`src/sv/assert_macros.svh`:
```
// Assertion macros shared by the integer-to-ASCII RTL.
`ifndef ASSERT_MACROS_SVH
`define ASSERT_MACROS_SVH

// Same-cycle implication, disabled during reset.
`define ASSERT_IMPL(name, clk, rst, ante, cons) \
   name: assert property (@(posedge clk) disable iff (rst) (ante) |-> (cons)) \
      else $error("assertion failed");

// Next-cycle implication, disabled during reset.
`define ASSERT_NEXT(name, clk, rst, ante, cons) \
   name: assert property (@(posedge clk) disable iff (rst) (ante) |=> (cons)) \
      else $error("assertion failed");

`endif

```
`src/sv/itoa_pkg.sv`:
```
// Shared types, character codes and digit helper for the integer-to-ASCII block.
package itoa_pkg;

   localparam int DIV_BITS = 8;   // quotient bits resolved per divider cycle

   localparam logic [5:0] RADIX_MIN = 6'd2;
   localparam logic [5:0] RADIX_MAX = 6'd36;
   localparam logic [5:0] RADIX_DEC = 6'd10;

   localparam logic [6:0] CH_ZERO    = 7'd48;
   localparam logic [6:0] CH_LOWER_A = 7'd97;
   localparam logic [6:0] CH_MINUS   = 7'd45;
   localparam logic [6:0] DIGIT_NINE = 7'd9;
   localparam logic [6:0] DIGIT_TEN  = 7'd10;

   typedef struct packed {
      logic load;
      logic div_step;
      logic push;
      logic emit_sign;
      logic rd_en;
      logic emit_digit;
   } cmd_type;

   typedef struct packed {
      logic q_zero;
      logic neg;
      logic cnt_zero;
      logic out_free;
   } status_type;

   function automatic logic [6:0] digit_char(input logic [5:0] d);
      logic [6:0] dw;
      dw = {1'b0, d};
      if (dw > DIGIT_NINE) begin
         return (dw - DIGIT_TEN) + CH_LOWER_A;
      end
      return dw + CH_ZERO;
   endfunction

endpackage

```
`src/sv/itoa_dp.sv`:
```
// Datapath: radix divider, digit stack and output word register.
`include "assert_macros.svh"
module itoa_dp
   import itoa_pkg::*;
#(
   parameter int VALUE_BITS = 32
) (
   input  logic                  clock,
   input  logic                  reset,
   input  logic [VALUE_BITS-1:0] req_value,
   input  logic [5:0]            req_radix,
   input  cmd_type               cmd,
   output status_type            status,
   output logic                  rsp_valid,
   input  logic                  rsp_ready,
   output logic [6:0]            rsp_character,
   output logic                  rsp_last
);

   localparam int PAD_BITS = ((VALUE_BITS + DIV_BITS - 1) / DIV_BITS) * DIV_BITS;
   localparam int CW = $clog2(VALUE_BITS + 1);
   localparam int AW = $clog2(VALUE_BITS);

   logic [PAD_BITS-1:0] q_ff, q_in;
   logic [5:0]          rem_ff, rem_in;
   logic [5:0]          radix_ff, radix_in;
   logic                neg_ff, neg_in;
   logic [CW-1:0]       cnt_ff, cnt_in;
   logic [5:0]          rd_data_ff;
   logic                rsp_valid_ff, rsp_valid_in;
   logic [6:0]          rsp_char_ff, rsp_char_in;
   logic                rsp_last_ff, rsp_last_in;

   logic [5:0] digit_mem [VALUE_BITS];

   logic [5:0]            radix_clamp;
   logic                  load_neg;
   logic [VALUE_BITS-1:0] load_mag;
   logic [6:0]            rem_w;
   logic [PAD_BITS-1:0]   q_w;
   logic [CW-1:0]         cnt_dec;
   logic [AW-1:0]         rd_addr;
   logic [AW-1:0]         wr_addr;
   logic                  out_free;
   logic                  char_legal;

   // input conditioning
   always_comb begin
      if (req_radix < RADIX_MIN) begin
         radix_clamp = RADIX_MIN;
      end else if (req_radix > RADIX_MAX) begin
         radix_clamp = RADIX_MAX;
      end else begin
         radix_clamp = req_radix;
      end
      load_neg = (radix_clamp == RADIX_DEC) && req_value[VALUE_BITS-1];
      load_mag = load_neg ? (~req_value + {{(VALUE_BITS-1){1'b0}}, 1'b1}) : req_value;
   end

   // restoring division, DIV_BITS quotient bits per cycle
   always_comb begin
      rem_w = {1'b0, rem_ff};
      q_w   = q_ff;
      for (int i = 0; i < DIV_BITS; i++) begin
         rem_w = {rem_w[5:0], q_w[PAD_BITS-1]};
         q_w   = {q_w[PAD_BITS-2:0], 1'b0};
         if (rem_w >= {1'b0, radix_ff}) begin
            rem_w   = rem_w - {1'b0, radix_ff};
            q_w[0]  = 1'b1;
         end
      end
   end

   assign cnt_dec  = cnt_ff - CW'(1);
   assign rd_addr  = cnt_dec[AW-1:0];
   assign wr_addr  = cnt_ff[AW-1:0];
   assign out_free = !rsp_valid_ff || rsp_ready;

   always_comb begin
      q_in     = q_ff;
      rem_in   = rem_ff;
      radix_in = radix_ff;
      neg_in   = neg_ff;
      cnt_in   = cnt_ff;
      if (cmd.load) begin
         q_in     = PAD_BITS'(load_mag);
         rem_in   = '0;
         radix_in = radix_clamp;
         neg_in   = load_neg;
         cnt_in   = '0;
      end else if (cmd.div_step) begin
         q_in   = q_w;
         rem_in = rem_w[5:0];
      end else if (cmd.push) begin
         rem_in = '0;
         cnt_in = cnt_ff + CW'(1);
      end else if (cmd.rd_en) begin
         cnt_in = cnt_dec;
      end
   end

   always_comb begin
      rsp_valid_in = rsp_valid_ff;
      rsp_char_in  = rsp_char_ff;
      rsp_last_in  = rsp_last_ff;
      if (cmd.emit_sign) begin
         rsp_valid_in = 1'b1;
         rsp_char_in  = CH_MINUS;
         rsp_last_in  = 1'b0;
      end else if (cmd.emit_digit) begin
         rsp_valid_in = 1'b1;
         rsp_char_in  = digit_char(rd_data_ff);
         rsp_last_in  = (cnt_ff == '0);
      end else if (rsp_ready) begin
         rsp_valid_in = 1'b0;
      end
   end

   always_ff @(posedge clock) begin
      if (reset) begin
         rsp_valid_ff <= 1'b0;
         cnt_ff       <= '0;
      end else begin
         rsp_valid_ff <= rsp_valid_in;
         cnt_ff       <= cnt_in;
      end
   end

   always_ff @(posedge clock) begin
      q_ff        <= q_in;
      rem_ff      <= rem_in;
      radix_ff    <= radix_in;
      neg_ff      <= neg_in;
      rsp_char_ff <= rsp_char_in;
      rsp_last_ff <= rsp_last_in;
   end

   // digit stack, least significant digit pushed first
   always_ff @(posedge clock) begin
      if (cmd.push) begin
         digit_mem[wr_addr] <= rem_ff;
      end
      if (cmd.rd_en) begin
         rd_data_ff <= digit_mem[rd_addr];
      end
   end

   assign status.q_zero   = (q_ff == '0);
   assign status.neg      = neg_ff;
   assign status.cnt_zero = (cnt_ff == '0);
   assign status.out_free = out_free;

   assign rsp_valid     = rsp_valid_ff;
   assign rsp_character = rsp_char_ff;
   assign rsp_last      = rsp_last_ff;

   // minus, '0'..'9' or 'a'..'z'
   assign char_legal = (rsp_char_ff == CH_MINUS)
                    || ((rsp_char_ff >= CH_ZERO) && (rsp_char_ff <= 7'd57))
                    || ((rsp_char_ff >= CH_LOWER_A) && (rsp_char_ff <= 7'd122));

   `ASSERT_IMPL(a_push_fits, clock, reset, cmd.push, cnt_ff < CW'(VALUE_BITS))
   `ASSERT_IMPL(a_char_legal, clock, reset, rsp_valid_ff, char_legal)
   `ASSERT_NEXT(a_last_digit, clock, reset, cmd.emit_digit && (cnt_ff == '0), rsp_valid_ff && rsp_last_ff)

endmodule

```
`src/sv/itoa_ctrl.sv`:
```
// Controller: sequences load, division, digit push and character output.
`include "assert_macros.svh"
module itoa_ctrl
   import itoa_pkg::*;
#(
   parameter int VALUE_BITS = 32
) (
   input  logic       clock,
   input  logic       reset,
   input  logic       req_valid,
   output logic       req_ready,
   input  status_type status,
   output cmd_type    cmd
);

   localparam int STEPS = (VALUE_BITS + DIV_BITS - 1) / DIV_BITS;
   localparam int SW    = (STEPS > 1) ? $clog2(STEPS) : 1;
   localparam logic [SW-1:0] LAST_STEP = SW'(STEPS - 1);

   localparam logic [2:0] ST_IDLE  = 3'd0;
   localparam logic [2:0] ST_DIV   = 3'd1;
   localparam logic [2:0] ST_PUSH  = 3'd2;
   localparam logic [2:0] ST_SIGN  = 3'd3;
   localparam logic [2:0] ST_READ  = 3'd4;
   localparam logic [2:0] ST_FETCH = 3'd5;

   logic [2:0]    state_ff, state_in;
   logic [SW-1:0] step_ff, step_in;

   always_comb begin
      state_in  = state_ff;
      step_in   = step_ff;
      cmd       = '0;
      req_ready = 1'b0;
      case (state_ff)
         ST_IDLE: begin
            req_ready = 1'b1;
            if (req_valid) begin
               cmd.load = 1'b1;
               step_in  = '0;
               state_in = ST_DIV;
            end
         end
         ST_DIV: begin
            cmd.div_step = 1'b1;
            if (step_ff == LAST_STEP) begin
               step_in  = '0;
               state_in = ST_PUSH;
            end else begin
               step_in = step_ff + SW'(1);
            end
         end
         ST_PUSH: begin
            cmd.push = 1'b1;
            state_in = status.q_zero ? ST_SIGN : ST_DIV;
         end
         ST_SIGN: begin
            if (!status.neg) begin
               state_in = ST_READ;
            end else if (status.out_free) begin
               cmd.emit_sign = 1'b1;
               state_in      = ST_READ;
            end
         end
         ST_READ: begin
            cmd.rd_en = 1'b1;
            state_in  = ST_FETCH;
         end
         ST_FETCH: begin
            if (status.out_free) begin
               cmd.emit_digit = 1'b1;
               state_in       = status.cnt_zero ? ST_IDLE : ST_READ;
            end
         end
         default: begin
            state_in = ST_IDLE;
         end
      endcase
   end

   always_ff @(posedge clock) begin
      if (reset) begin
         state_ff <= ST_IDLE;
         step_ff  <= '0;
      end else begin
         state_ff <= state_in;
         step_ff  <= step_in;
      end
   end

   `ASSERT_IMPL(a_read_nonempty, clock, reset, state_ff == ST_READ, !status.cnt_zero)
   `ASSERT_IMPL(a_emit_free, clock, reset, cmd.emit_sign || cmd.emit_digit, status.out_free)

endmodule

```
`src/sv/integer_to_ascii_radix.sv`:
```
// Top level: integer to ASCII text in a base from 2 to 36.
//
//  channel | direction | ports                              | word
//  req     | in        | req_valid/ready, value, radix      | one integer + base
//  rsp     | out       | rsp_valid/ready, character, last   | one ASCII character
//
// Sequence: a load; per digit, divider steps over the whole quotient, then a
//   push (8 quotient bits per divider cycle); a sign state, minus sent
//   only when negative; per character a stack read, then a registered read.
// One word is worked at a time; req_ready is high only between words.
// Reset (synchronous, active high) clears controller state and output valid.
// rsp stalls hold the output register and pause the character readout only.
module integer_to_ascii_radix
   import itoa_pkg::*;
#(
   parameter int VALUE_BITS = 32
) (
   input  logic                  clock,
   input  logic                  reset,
   input  logic                  req_valid,
   output logic                  req_ready,
   input  logic [VALUE_BITS-1:0] req_value,
   input  logic [5:0]            req_radix,
   output logic                  rsp_valid,
   input  logic                  rsp_ready,
   output logic [6:0]            rsp_character,
   output logic                  rsp_last
);

   cmd_type    cmd;
   status_type status;

   // controller: owns the sequence and divider step count
   itoa_ctrl #(
      .VALUE_BITS (VALUE_BITS)
   ) u_ctrl (
      .clock     (clock),
      .reset     (reset),
      .req_valid (req_valid),
      .req_ready (req_ready),
      .status    (status),
      .cmd       (cmd)
   );

   // datapath: radix clamp, base-10 sign handling, divider, digit stack, output reg
   itoa_dp #(
      .VALUE_BITS (VALUE_BITS)
   ) u_dp (
      .clock         (clock),
      .reset         (reset),
      .req_value     (req_value),
      .req_radix     (req_radix),
      .cmd           (cmd),
      .status        (status),
      .rsp_valid     (rsp_valid),
      .rsp_ready     (rsp_ready),
      .rsp_character (rsp_character),
      .rsp_last      (rsp_last)
   );

endmodule

```
`config.mk`:
```
export PLATFORM = sky130hd
export DESIGN_NAME = integer_to_ascii_radix
export DESIGN_NICKNAME = d
export VERILOG_FILES = /design/src/sv/itoa_pkg.sv /design/src/sv/itoa_dp.sv /design/src/sv/itoa_ctrl.sv /design/src/sv/integer_to_ascii_radix.sv
export VERILOG_INCLUDE_DIRS = /design/src /design/src/sv
export SDC_FILE = /design/constraint.sdc
export NUM_CORES = 1
export LEC_CHECK = 0
export CELL_PAD_IN_SITES_DETAIL_PLACEMENT = 1
export CELL_PAD_IN_SITES_GLOBAL_PLACEMENT = 2
export CORE_ASPECT_RATIO = 0.8
export CORE_UTILIZATION = 41
export DETAILED_ROUTE_END_ITERATION = 12
export DONT_BUFFER_PORTS = 1
export GPL_TIMING_DRIVEN = 0
export HOLD_SLACK_MARGIN = 0.05
export PLACE_DENSITY_LB_ADDON = 0.1
export SLEW_MARGIN = 20
export SYNTH_ARGS = -nofsm -noshare
export SYNTH_HDL_FRONTEND = slang
export SYNTH_SLANG_ARGS = --single-unit
export TNS_END_PERCENT = 30
```
`constraint.sdc`:
```
create_clock -name clock -period 16.2 [get_ports clock]
set_input_delay 3.24 -clock clock [delete_from_list [all_inputs] [get_ports clock]]
set_output_delay 3.24 -clock clock [all_outputs]
set_load 0.01 [all_outputs]
```
# After elaboration in Yosys (flattened, before gate mapping)
# Memories as Yosys holds them, arrays and structs flattened. A register that Yosys moved wholly into a read port is not among the register bits.
# Cells that the tools add are included.
# Widths: inputs -> output; s select.
dict set report word_totals {
  register_bits 65
  mem_bits_rw 192
  in_bits 42
  out_inout_bits 10
  elab_cells 121
  memories 1
}
# name words width read_ports rd_clocked_by_memory_dff wr line
set memory_table {}
lappend memory_table {u_dp.digit_mem 32 6 1 1 1 itoa_dp.sv:34} ;# logic [5:0] digit_mem [VALUE_BITS];
dict set report classes {
  n_addsub 15
  n_lt_le_gt_ge 11
  n_eq_ne 11
  muxes 56
  bitwise_logic 2
  n_reduce_logical 15
}
# op n
set ops {}
lappend ops {{$mux 32} 3}
lappend ops {{$mux 6} 14}
lappend ops {{$ge 7x6->1} 8}
lappend ops {{$sub 6x6->6} 8}
lappend ops {{$add 32x1->32 const B} 1}
lappend ops {{$logic_not 32->1} 1}
lappend ops {{$not 32->32} 1}
lappend ops {{$mux 1} 26}
lappend ops {{$mux 3} 6}
lappend ops {{$pmux 3 s6} 1}
lappend ops {{$mux 7} 2}
lappend ops {{$reduce_bool 2->1} 4}
lappend ops {{$add 6x6->7 const B} 1}
lappend ops {{$add 7x7->7 const B} 1}
lappend ops {{$sub 6x4->7 const B} 1}
lappend ops {{$add 6x1->6 const B} 1}
lappend ops {{$eq 3x2->1 const B} 2}
lappend ops {{$eq 3x3->1 const B} 2}
lappend ops {{$eq 6x4->1 const B} 1}
lappend ops {{$gt 6x4->1 const B} 1}
lappend ops {{$gt 6x6->1 const B} 1}
lappend ops {{$logic_not 6->1} 1}
lappend ops {{$lt 6x2->1 const B} 1}
lappend ops {{$mux 2} 3}
lappend ops {{17 further kinds} 19}

# Depth between registers and ports, before layout
# Gate-level depths: netlist of run 1.
dict set report logic_depth {
  ltp_word 18
  mapped_depth 80
  ltp_nobuf 78
}

# Cells and area by module
# Synthesis of run 1 repeated with hierarchy kept, for this count alone.
dict set report hier_totals {
  hier_cells 1106
  hier_area_um2 14091.0
}
# module instances cells_per_inst area_each_um2 seq_area_each_um2
set by_module_without_submodules {}
lappend by_module_without_submodules {itoa_dp 1 1063 13748.2 7537.2}
lappend by_module_without_submodules {itoa_ctrl 1 43 342.8 100.1}

# Least setup slack after synthesis of run 1
# No wires, ideal clock.
dict set report synth_path {
  path_kind {register to register}
  from {reg u_dp.rem_ff[3]}
  to {reg u_dp.rem_ff[0]}
  setup_ps 117
  t_arrival_ps 15851
  required_time_ps 16083
  setup_slack_ps 232
  path_stages_with_launch 78
  path_buffers 2
  synth_period_minus_slack_ps 15968
  path_cell_list {dfxtp_1 -> ha_1 -> a21o_1 -> a211oi_1 -> o21ai_1 -> mux2_2 -> inv_1 -> ha_1 -> nor2b_1 -> o31ai_1 -> a21oi_1 -> and2_0 -> nor2_1 -> mux2_2 -> inv_1 -> ha_1 -> nor2b_1 -> o31a_1 -> [42 not listed] -> nand2b_1 -> o21bai_1 -> a21o_1 -> a311oi_2 -> nor3_1 -> a21oi_1 -> inv_1 -> ha_1 -> nor2b_1 -> o21ai_0 -> nand2b_1 -> a21o_1 -> a21o_1 -> a211oi_1 -> inv_1 -> a211oi_4 -> mux2i_1 -> a22o_1}
}
dict set report synth_via {
  elab_chain_len 17
  word_cells_on_any_way 24
  classes_between {7 x add/sub; 8 x order compare; 9 x mux}
}
# item line
set synth_lines {}
lappend synth_lines {{from (decl)} itoa_dp.sv:25} ;# logic [5:0] rem_ff, rem_in;
lappend synth_lines {{from (signal assigned)} itoa_dp.sv:131} ;# rem_ff <= rem_in;
lappend synth_lines {{$sub 6x6->6 or $ge 7x6->1 (tied branches)} {itoa_dp.sv:68, itoa_dp.sv:67}}
lappend synth_lines {{$mux 6 (*)} itoa_dp.sv:67} ;# if (rem_w >= {1'b0, radix_ff}) begin
lappend synth_lines {{$sub 6x6->6 or $ge 7x6->1 (tied branches)} {itoa_dp.sv:68, itoa_dp.sv:67}}
lappend synth_lines {{$mux 6 (*)} itoa_dp.sv:67}
lappend synth_lines {{$ge 7x6->1 or $sub 6x6->6 (tied branches)} {itoa_dp.sv:67, itoa_dp.sv:68}}
lappend synth_lines {{$mux 6 (*)} itoa_dp.sv:67}
lappend synth_lines {{$sub 6x6->6 or $ge 7x6->1 (tied branches)} {itoa_dp.sv:68, itoa_dp.sv:67}}
lappend synth_lines {{$mux 6 (*)} itoa_dp.sv:67}
lappend synth_lines {{$sub 6x6->6 or $ge 7x6->1 (tied branches)} {itoa_dp.sv:68, itoa_dp.sv:67}}
lappend synth_lines {{$mux 6 (*)} itoa_dp.sv:67}
lappend synth_lines {{$sub 6x6->6 or $ge 7x6->1 (tied branches)} {itoa_dp.sv:68, itoa_dp.sv:67}}
lappend synth_lines {{$mux 6 (*)} itoa_dp.sv:67}
lappend synth_lines {{$sub 6x6->6 or $ge 7x6->1 (tied branches)} {itoa_dp.sv:68, itoa_dp.sv:67}}
lappend synth_lines {{$mux 6 (*)} itoa_dp.sv:67}
lappend synth_lines {{$ge 7x6->1 (*)} itoa_dp.sv:67}
lappend synth_lines {{$mux 6 (*)} itoa_dp.sv:67}
lappend synth_lines {{$mux 6 (*)} itoa_dp.sv:91} ;# end else if (cmd.div_step) begin
# Mark *: on every way between the ends. The rest lies on a longest branch, timed or not.
# A chain may end at the register's enable or synchronous reset.

# Worst setup path after layout of run 1
dict set report layout_path {
  from {reg u_dp.radix_ff[3]}
  to {reg u_dp.rem_ff[2]}
}
dict set report layout_via {
  elab_chain_len 17
  word_cells_on_any_way 25
  classes_between {8 x add/sub; 8 x order compare; 9 x mux}
}
# item line
set layout_lines {}
lappend layout_lines {{from (decl)} itoa_dp.sv:26} ;# logic [5:0] radix_ff, radix_in;
lappend layout_lines {{from (signal assigned)} itoa_dp.sv:132} ;# radix_ff <= radix_in;
lappend layout_lines {{$sub 6x6->6 or $ge 7x6->1 (tied branches)} {itoa_dp.sv:68, itoa_dp.sv:67}}
lappend layout_lines {{$mux 6} itoa_dp.sv:67}
lappend layout_lines {{$sub 6x6->6 or $ge 7x6->1 (tied branches)} {itoa_dp.sv:68, itoa_dp.sv:67}}
lappend layout_lines {{$mux 6} itoa_dp.sv:67}
lappend layout_lines {{$sub 6x6->6 or $ge 7x6->1 (tied branches)} {itoa_dp.sv:68, itoa_dp.sv:67}}
lappend layout_lines {{$mux 6} itoa_dp.sv:67}
lappend layout_lines {{$ge 7x6->1 or $sub 6x6->6 (tied branches)} {itoa_dp.sv:67, itoa_dp.sv:68}}
lappend layout_lines {{$mux 6} itoa_dp.sv:67}
lappend layout_lines {{$sub 6x6->6 or $ge 7x6->1 (tied branches)} {itoa_dp.sv:68, itoa_dp.sv:67}}
lappend layout_lines {{$mux 6} itoa_dp.sv:67}
lappend layout_lines {{$sub 6x6->6 or $ge 7x6->1 (tied branches)} {itoa_dp.sv:68, itoa_dp.sv:67}}
lappend layout_lines {{$mux 6} itoa_dp.sv:67}
lappend layout_lines {{$ge 7x6->1 or $sub 6x6->6 (tied branches)} {itoa_dp.sv:67, itoa_dp.sv:68}}
lappend layout_lines {{$mux 6} itoa_dp.sv:67}
lappend layout_lines {{$sub 6x6->6 or $ge 7x6->1 (tied branches)} {itoa_dp.sv:68, itoa_dp.sv:67}}
lappend layout_lines {{$mux 6 (*)} itoa_dp.sv:67}
lappend layout_lines {{$mux 6 (*)} itoa_dp.sv:91}
# Marks and branches as above.

==> results of run 1 <==
cells in the final DEF, fill, tap and decap left out, drive strengths merged, types with 8 or more instances in the layout:
| master | n |
|---|---|
| nor3 | 23 |
| edfxtp | 237 |
| nand2 | 83 |
| fa | 8 |
| inv | 50 |
| a21oi | 53 |
| nor2b | 15 |
| o21ai | 62 |
| nor4 | 15 |
| buf | 51 |
| clkinv | 13 |
| clkbuf | 67 |
| dfxtp | 26 |
| mux2 | 16 |
| mux4 | 60 |
| nand2b | 12 |
| xor2 | 23 |
| o31ai | 10 |
| mux2i | 13 |
| nand3 | 12 |
| a31oi | 8 |
| nor2 | 97 |
| ha | 61 |
| a21o | 16 |
| o211ai | 9 |
| xnor2 | 42 |
metrics by stage:
step | std cells | hold slack (ns) | TNS [ns] | setup WS [ns] | instance area (um^2)
after floorplan | 1087 | 0.452 | 0 | 0.232 | 14000
after global placement | 1521 | 0.459 | -30.84 | -4.14 | 14500
after detailed placement | 1521 | 0.481 | -27.76 | -3.76 | 14600
after CTS | 1600 | 0.491 | 0 | 0.0169 | 15900
after global routing | 1621 | 0.536 | -0.107 | -0.0373 | 16200
final | 1621 | 0.489 | 0 | 0.688 | 16200
sequential cells by signal, summed over array words and instances (netlist names):
name,flops
u_dp.q_ff,32
u_ctrl.state_ff,3
u_dp.radix_ff,6
u_dp.rem_ff,6
u_dp.rsp_valid,1
u_dp.rd_data_ff,6
u_dp.rsp_last,1
u_dp.cnt_ff,6
u_ctrl.step_ff,2
u_dp.rsp_character,7
u_dp.digit_mem,192
u_dp.neg_ff,1
tightest hold or removal path: cells and delay by family, from the launching register on:
family	cells	cell delay, ns
flip-flops	1	0.32
AO/OA/AOI/OAI	1	0.06
AND/OR/NAND/NOR	1	0.06
layer usage:
metal | track usage | part of all wire
met2 | 0.327 | 0.44
met1 | 0.338 | 0.50
met5 | 0 | 0
met4 | 0.0473 | 0.017
met3 | 0.0339 | 0.045
Yosys cell counts (5+ instances only):
master    count
a21o_1       16
a21oi_1      52
a22oi_1       5
a31oi_1       8
and4_1        5
clkbuf_1     31
dfxtp_1      26
edfxtp_1    237
fa_1          8
ha_1         61
inv_1        54
mux2_2       16
mux2i_1      13
mux4_2       60
nand2_1      83
nand2b_1     12
nand3_1      12
nand3b_1      6
nand4_1       7
nor2_1       97
nor2b_1      15
nor3_1       22
nor4_1       15
o211ai_1      7
o21a_1        6
o21ai_0      58
o31ai_1      10
xnor2_1      42
xor2_1       23
cells by family (layout without fill, tap and decap cells):
| logic type | Yosys count | after routing |
|---|---|---|
| AOI/OAI and AO/OA | 208 | 208 |
| xor gates and xnor gates | 65 | 65 |
| adders and majority gates | 70 | 70 |
| and+or+nand+nor | 302 | 302 |
| buffers and inverters | 90 | 190 |
| DFF | 263 | 263 |
| muxes | 89 | 89 |
final timing paths:
kind / to / slack [ns] / cells past startpoint
setup / recovery: u_dp.rem_ff[2]$_SDFFE_PP0P_ / 0.69 / 77
hold / removal: u_ctrl.step_ff[1]$_SDFFE_PP0P_ / 0.49 / 2
setup reg to reg: u_dp.rem_ff[2]$_SDFFE_PP0P_ / 0.69 / 77
hold reg to reg: u_ctrl.step_ff[1]$_SDFFE_PP0P_ / 0.49 / 2
area by class of cell:
| cell class | instances | area (um^2) |
|---|---|---|
| fillers | 3468 | 17500 |
| inverters | 54 | 221 |
| clock buffers | 35 | 748 |
| well taps | 434 | 543 |
| multi-input cells | 734 | 6300 |
| plain buffers | 36 | 148 |
| clock inverters | 18 | 161 |
| flip-flops and latches | 263 | 7660 |
| repair buffers | 47 | 388 |
repair_timing:
action | CTS | global route
buffers inserted | 26 | 21
setup endpoints to repair | 8 | 7
gates cloned | 0 | 0
resized for setup | 46 | 37
endpoints found under the hold margin | 0 | 0
pin swaps | 11 | 19
==> impl_metrics.ini, run 1 <==
[run_status]
status = finished clean

[final_layout]
syn_to_final_growth_pct = 15.6
final_nets = 1276
num_antenna_cells = 0
utilization = 0.481
drive_above_1_share = 0.200

[global_route]
grt_max_degree = 37
antenna_found_initial = 0
grt.overflow.total = 0
grt_usage = 0.220
grt_first_pass_wirelength_um = 58000
grt_pass1_vias = 9562

[floorplan]
chipHeight_um = 167
core.rowCount = 60
design.core.area_um2 = 33600
start_util = 0.416
die_w_um = 209
ios = 52
die_area_um2 = 34900

[clocking]
cts_buffer_depth = 3
cts_tree = built
cts_made_buffers = 29
htree_levels = 1
root_buffer = clkbuf_16
cts_hold_buf = 0
clkLatencyLatePin_ns = 0.58
cts_sinks = 263
clkTransAtPathRegs_ns = 0.06

[synthesis]
ys_seq_area_frac = 0.546
synth_cell_type_count = 70
synthXorXnorAreaFrac = 0.0407
synth_top_area_frac = 0.509
ys_ff_latch = 263
postSynthAreaPerCell_um2 = 12.9
synth_top_area_cell = edfxtp_1
synth_edf_count = 237
synthCells = 1087
synth_top_family_by_area = multiplexers
async_flop_share = 0
synth.area.top_cells = edfxtp_1, mux4_2, ha_1
ys.flop_type = edfxtp_1
synthSimpleGateAreaFrac = 0.105
yosys_warnings = 0
synth_compound_area_frac = 0.0985
syn_area_um2 = 14000
synthAdderAreaFrac = 0.0667
muxShareOfSynthArea = 0.119
synth_nets = 1198

[timing]
hold_viol_final = 0
setup_violations = 0
max_slew_margin = 0.285
fin_skew_ns = 0.0248
max_freq_mhz = 64.5
worst_pin_slew_ns = 1.07
slew_viol_final = 0
period_share = 0.958
post-route-min-period_ns = 15.51

[hold_path]
min-delay-start = u_ctrl.step_ff[1]$_SDFFE_PP0P_
hp-class = register to register

[placement]
place.gp.congestion = 0.791
place_hpwl_um = 26500
port_buffers = 0

[drt]
routedWlPerCell_um = 23.5
wl_um = 38200
antenna_left = 0
route.detailed.drc = 0
drt_iter0_markers = 703
vias = 9218
first_pass_iters = 4
viasPerCell = 5.69

[setup_path]
critPathSlowestCell = a2111o_1
endpoint_kind = register
critPathArrivalTime_ns = 15.95
cpLargestDelayFamily = compound AO/OA/AOI/OAI gates
crit_buf_inv = 11
cp_common_cell = ha_1
crit_start = u_dp.radix_ff[3]$_DFFE_PP_
r2r_start = u_dp.radix_ff[3]$_DFFE_PP_
cp_max_fo = 10
critPathKind = register to register
slowest_delay_ns = 0.46
cp-start-kind = register
cp.required_ns = 16.64

[run]
max-cap-violations = 0
Power of run 1 is not shown: default switching activity piles up to over one toggle a cycle in this logic, so the estimate is an artifact.
==> inputs of run 2 (changes only) <==
--- a/config.mk
+++ b/config.mk
@@ -9,7 +9,7 @@
 export CELL_PAD_IN_SITES_DETAIL_PLACEMENT = 1
 export CELL_PAD_IN_SITES_GLOBAL_PLACEMENT = 2
 export CORE_ASPECT_RATIO = 0.8
-export CORE_UTILIZATION = 41
+export CORE_UTILIZATION = 46
 export DETAILED_ROUTE_END_ITERATION = 12
 export DONT_BUFFER_PORTS = 1
 export GPL_TIMING_DRIVEN = 0
==> constraint.sdc (replaced) <==
create_clock -name clock -period 17.1 [get_ports clock]
set_input_delay 3.42 -clock clock [delete_from_list [all_inputs] [get_ports clock]]
set_output_delay 3.42 -clock clock [all_outputs]
set_load 0.01 [all_outputs]
==> run 2 against run 1 <==
- critical path depth is 4 higher
- largest cell class unchanged
- sequential share of layout area is 0.052 points higher
- non-clock buffer count is 8 lower
- clock skew is 0.0046 ns higher
- setup slack worse by 0.018 ns
- global-route usage is 3.0 points higher
- cell count is 2.3% lower
- register-to-register slack worse by 0.02 ns
- clock-buffer cell count is 5 lower
==> impl_metrics.ini, run 2 (synthesized netlist as in run 1, its figures left out) <==
[timing]
slew_viol_final = 0
fin_skew_ns = 0.0294
post-route-min-period_ns = 16.43
setup_violations = 0
hold_viol_final = 0
fin_tns_setup_ns = 0
worst_pin_slew_ns = 1.03
max_freq_mhz = 60.9
max_slew_margin = 0.316
period_share = 0.961

[final_layout]
num_antenna_cells = 0
largest_register = u_dp.digit_mem
final_nets = 1267
stdcell_count = 1584
final_cell_mix = edfxtp_1, nor2_1, nand2_1, mux4_2, ha_1
syn_to_final_growth_pct = 15.5
final_common_cell = edfxtp_1
largest_reg_flops = 192
drive_above_1_share = 0.189
n_fill_cell = 3000

[drt]
highest-signal-layer = met4
drt_iter0_markers = 711
viasPerCell = 5.92
routed-wl-met2_um = 16500
wl_um = 38300
routedWlPerCell_um = 24.2
first_pass_iters = 5
antenna_left = 0
vias = 9378
wl_met1_um = 18600
met3_length_um = 2870
route.detailed.drc = 0

[placement]
place.gp.congestion = 0.800
dp_cells = 1493
place_hpwl_um = 25900
port_buffers = 0

[clocking]
root_buffer = clkbuf_16
cts_tree = built
cts_sinks = 263
htree_levels = 1
cts_buffer_depth = 3
clkLatencyLatePin_ns = 0.55
clkTransAtPathRegs_ns = 0.07
cts_made_buffers = 28

[floorplan]
die_w_um = 197
ios = 52
design.core.area_um2 = 29600
chipHeight_um = 158
start_util = 0.472
die_area_um2 = 31100
core.rowCount = 56

[global_route]
grt_usage = 0.250
antenna_found_initial = 0
grt_pass1_vias = 9377
grt_max_degree = 37
grt_first_pass_wirelength_um = 57300
grt.overflow.total = 0

[setup_path]
critPathArrivalTime_ns = 16.85
cp.required_ns = 17.52
cp_common_cell = ha_1
cp_max_fo = 10
critPathSlowestCell = edfxtp_1
endpoint_kind = register
critPathKind = register to register
slowest_delay_ns = 0.49
cp-start-kind = register

[hold_path]
hp-class = register to register

[run_status]
status = finished clean

[run]
max-cap-violations = 0
[run 2: changes by cell type in the layout (fill, tap and decap cells not counted), sizes merged]
| cell | previous run | this run |
|---|---|---|
| clkinvlp | 7 | 6 |
| bufinv | 2 | 7 |
| clkinv | 13 | 11 |
| buf | 51 | 44 |
| inv | 50 | 52 |
| clkbuf | 67 | 61 |
[run 2: cell type report]
cell class / instances / area [um^2] / area share
well taps: 406 / 508 / 0.0314
clock inverters: 22 / 298 / 0.0184
clock buffers: 30 / 729 / 0.0452
inverters: 54 / 221 / 0.0137
flip-flops and latches: 263 / 7660 / 0.474
multi-input cells: 734 / 6270 / 0.388
plain buffers: 36 / 146 / 0.00906
repair buffers: 39 / 320 / 0.0198
[run 2: timing repair]
action,CTS,global route
hold buffers,0,0
buffers inserted,21,18
setup endpoints to repair,8,7
pin swaps,7,8
gates resized for setup,36,32
[run 2: through the flow]
| stage | worst slack (ns) | utilization | hold slack, ns | area, um^2 |
|---|---|---|---|---|
| 2_1_floorplan | 1.13 | - | 0.452 | 14000 |
| 3_3_place_gp | -3.46 | 0.489 | 0.461 | 14500 |
| 3_5_place_dp | -3.06 | 0.490 | 0.498 | 14500 |
| 4_1_cts | 0.0697 | 0.536 | 0.506 | 15900 |
| 5_1_grt | -0.110 | 0.545 | 0.535 | 16200 |
| 6_report | 0.670 | 0.545 | 0.500 | 16200 |
[run 2: path summary, 6_finish.rpt]
kind                                                  endpoint                           start  cells past startpoint  slack (ns)
worst min-delay path            u_ctrl.step_ff[1]$_SDFFE_PP0P_  u_ctrl.step_ff[1]$_SDFFE_PP0P_                      2        0.50
worst max register to register     u_dp.rem_ff[4]$_SDFFE_PP0P_         u_dp.q_ff[31]$_DFFE_PP_                     81        0.67
worst max-delay path               u_dp.rem_ff[4]$_SDFFE_PP0P_         u_dp.q_ff[31]$_DFFE_PP_                     81        0.67
worst min register to register  u_ctrl.step_ff[1]$_SDFFE_PP0P_  u_ctrl.step_ff[1]$_SDFFE_PP0P_                      2        0.50
[run 2: worst max-delay path: cells and delay by family (launching register included)]
kind	cells	cell delay, ns
AO/OA/AOI/OAI	35	6.92
XOR/XNOR	1	0.10
adder cells (fa/ha/maj)	9	2.60
buffers and inverters	11	1.33
flip-flops	1	0.49
multiplexers	5	1.47
AND/OR/NAND/NOR	20	3.37
[run 2: per-layer routing]
layer	up-vias	GRT usage
met3	30	0.0441
met5	-	0
met1	4770	0.392
met2	283	0.364
met4	0	0.0425
li1	4295	-
Power of run 2 is left out for the same reason.
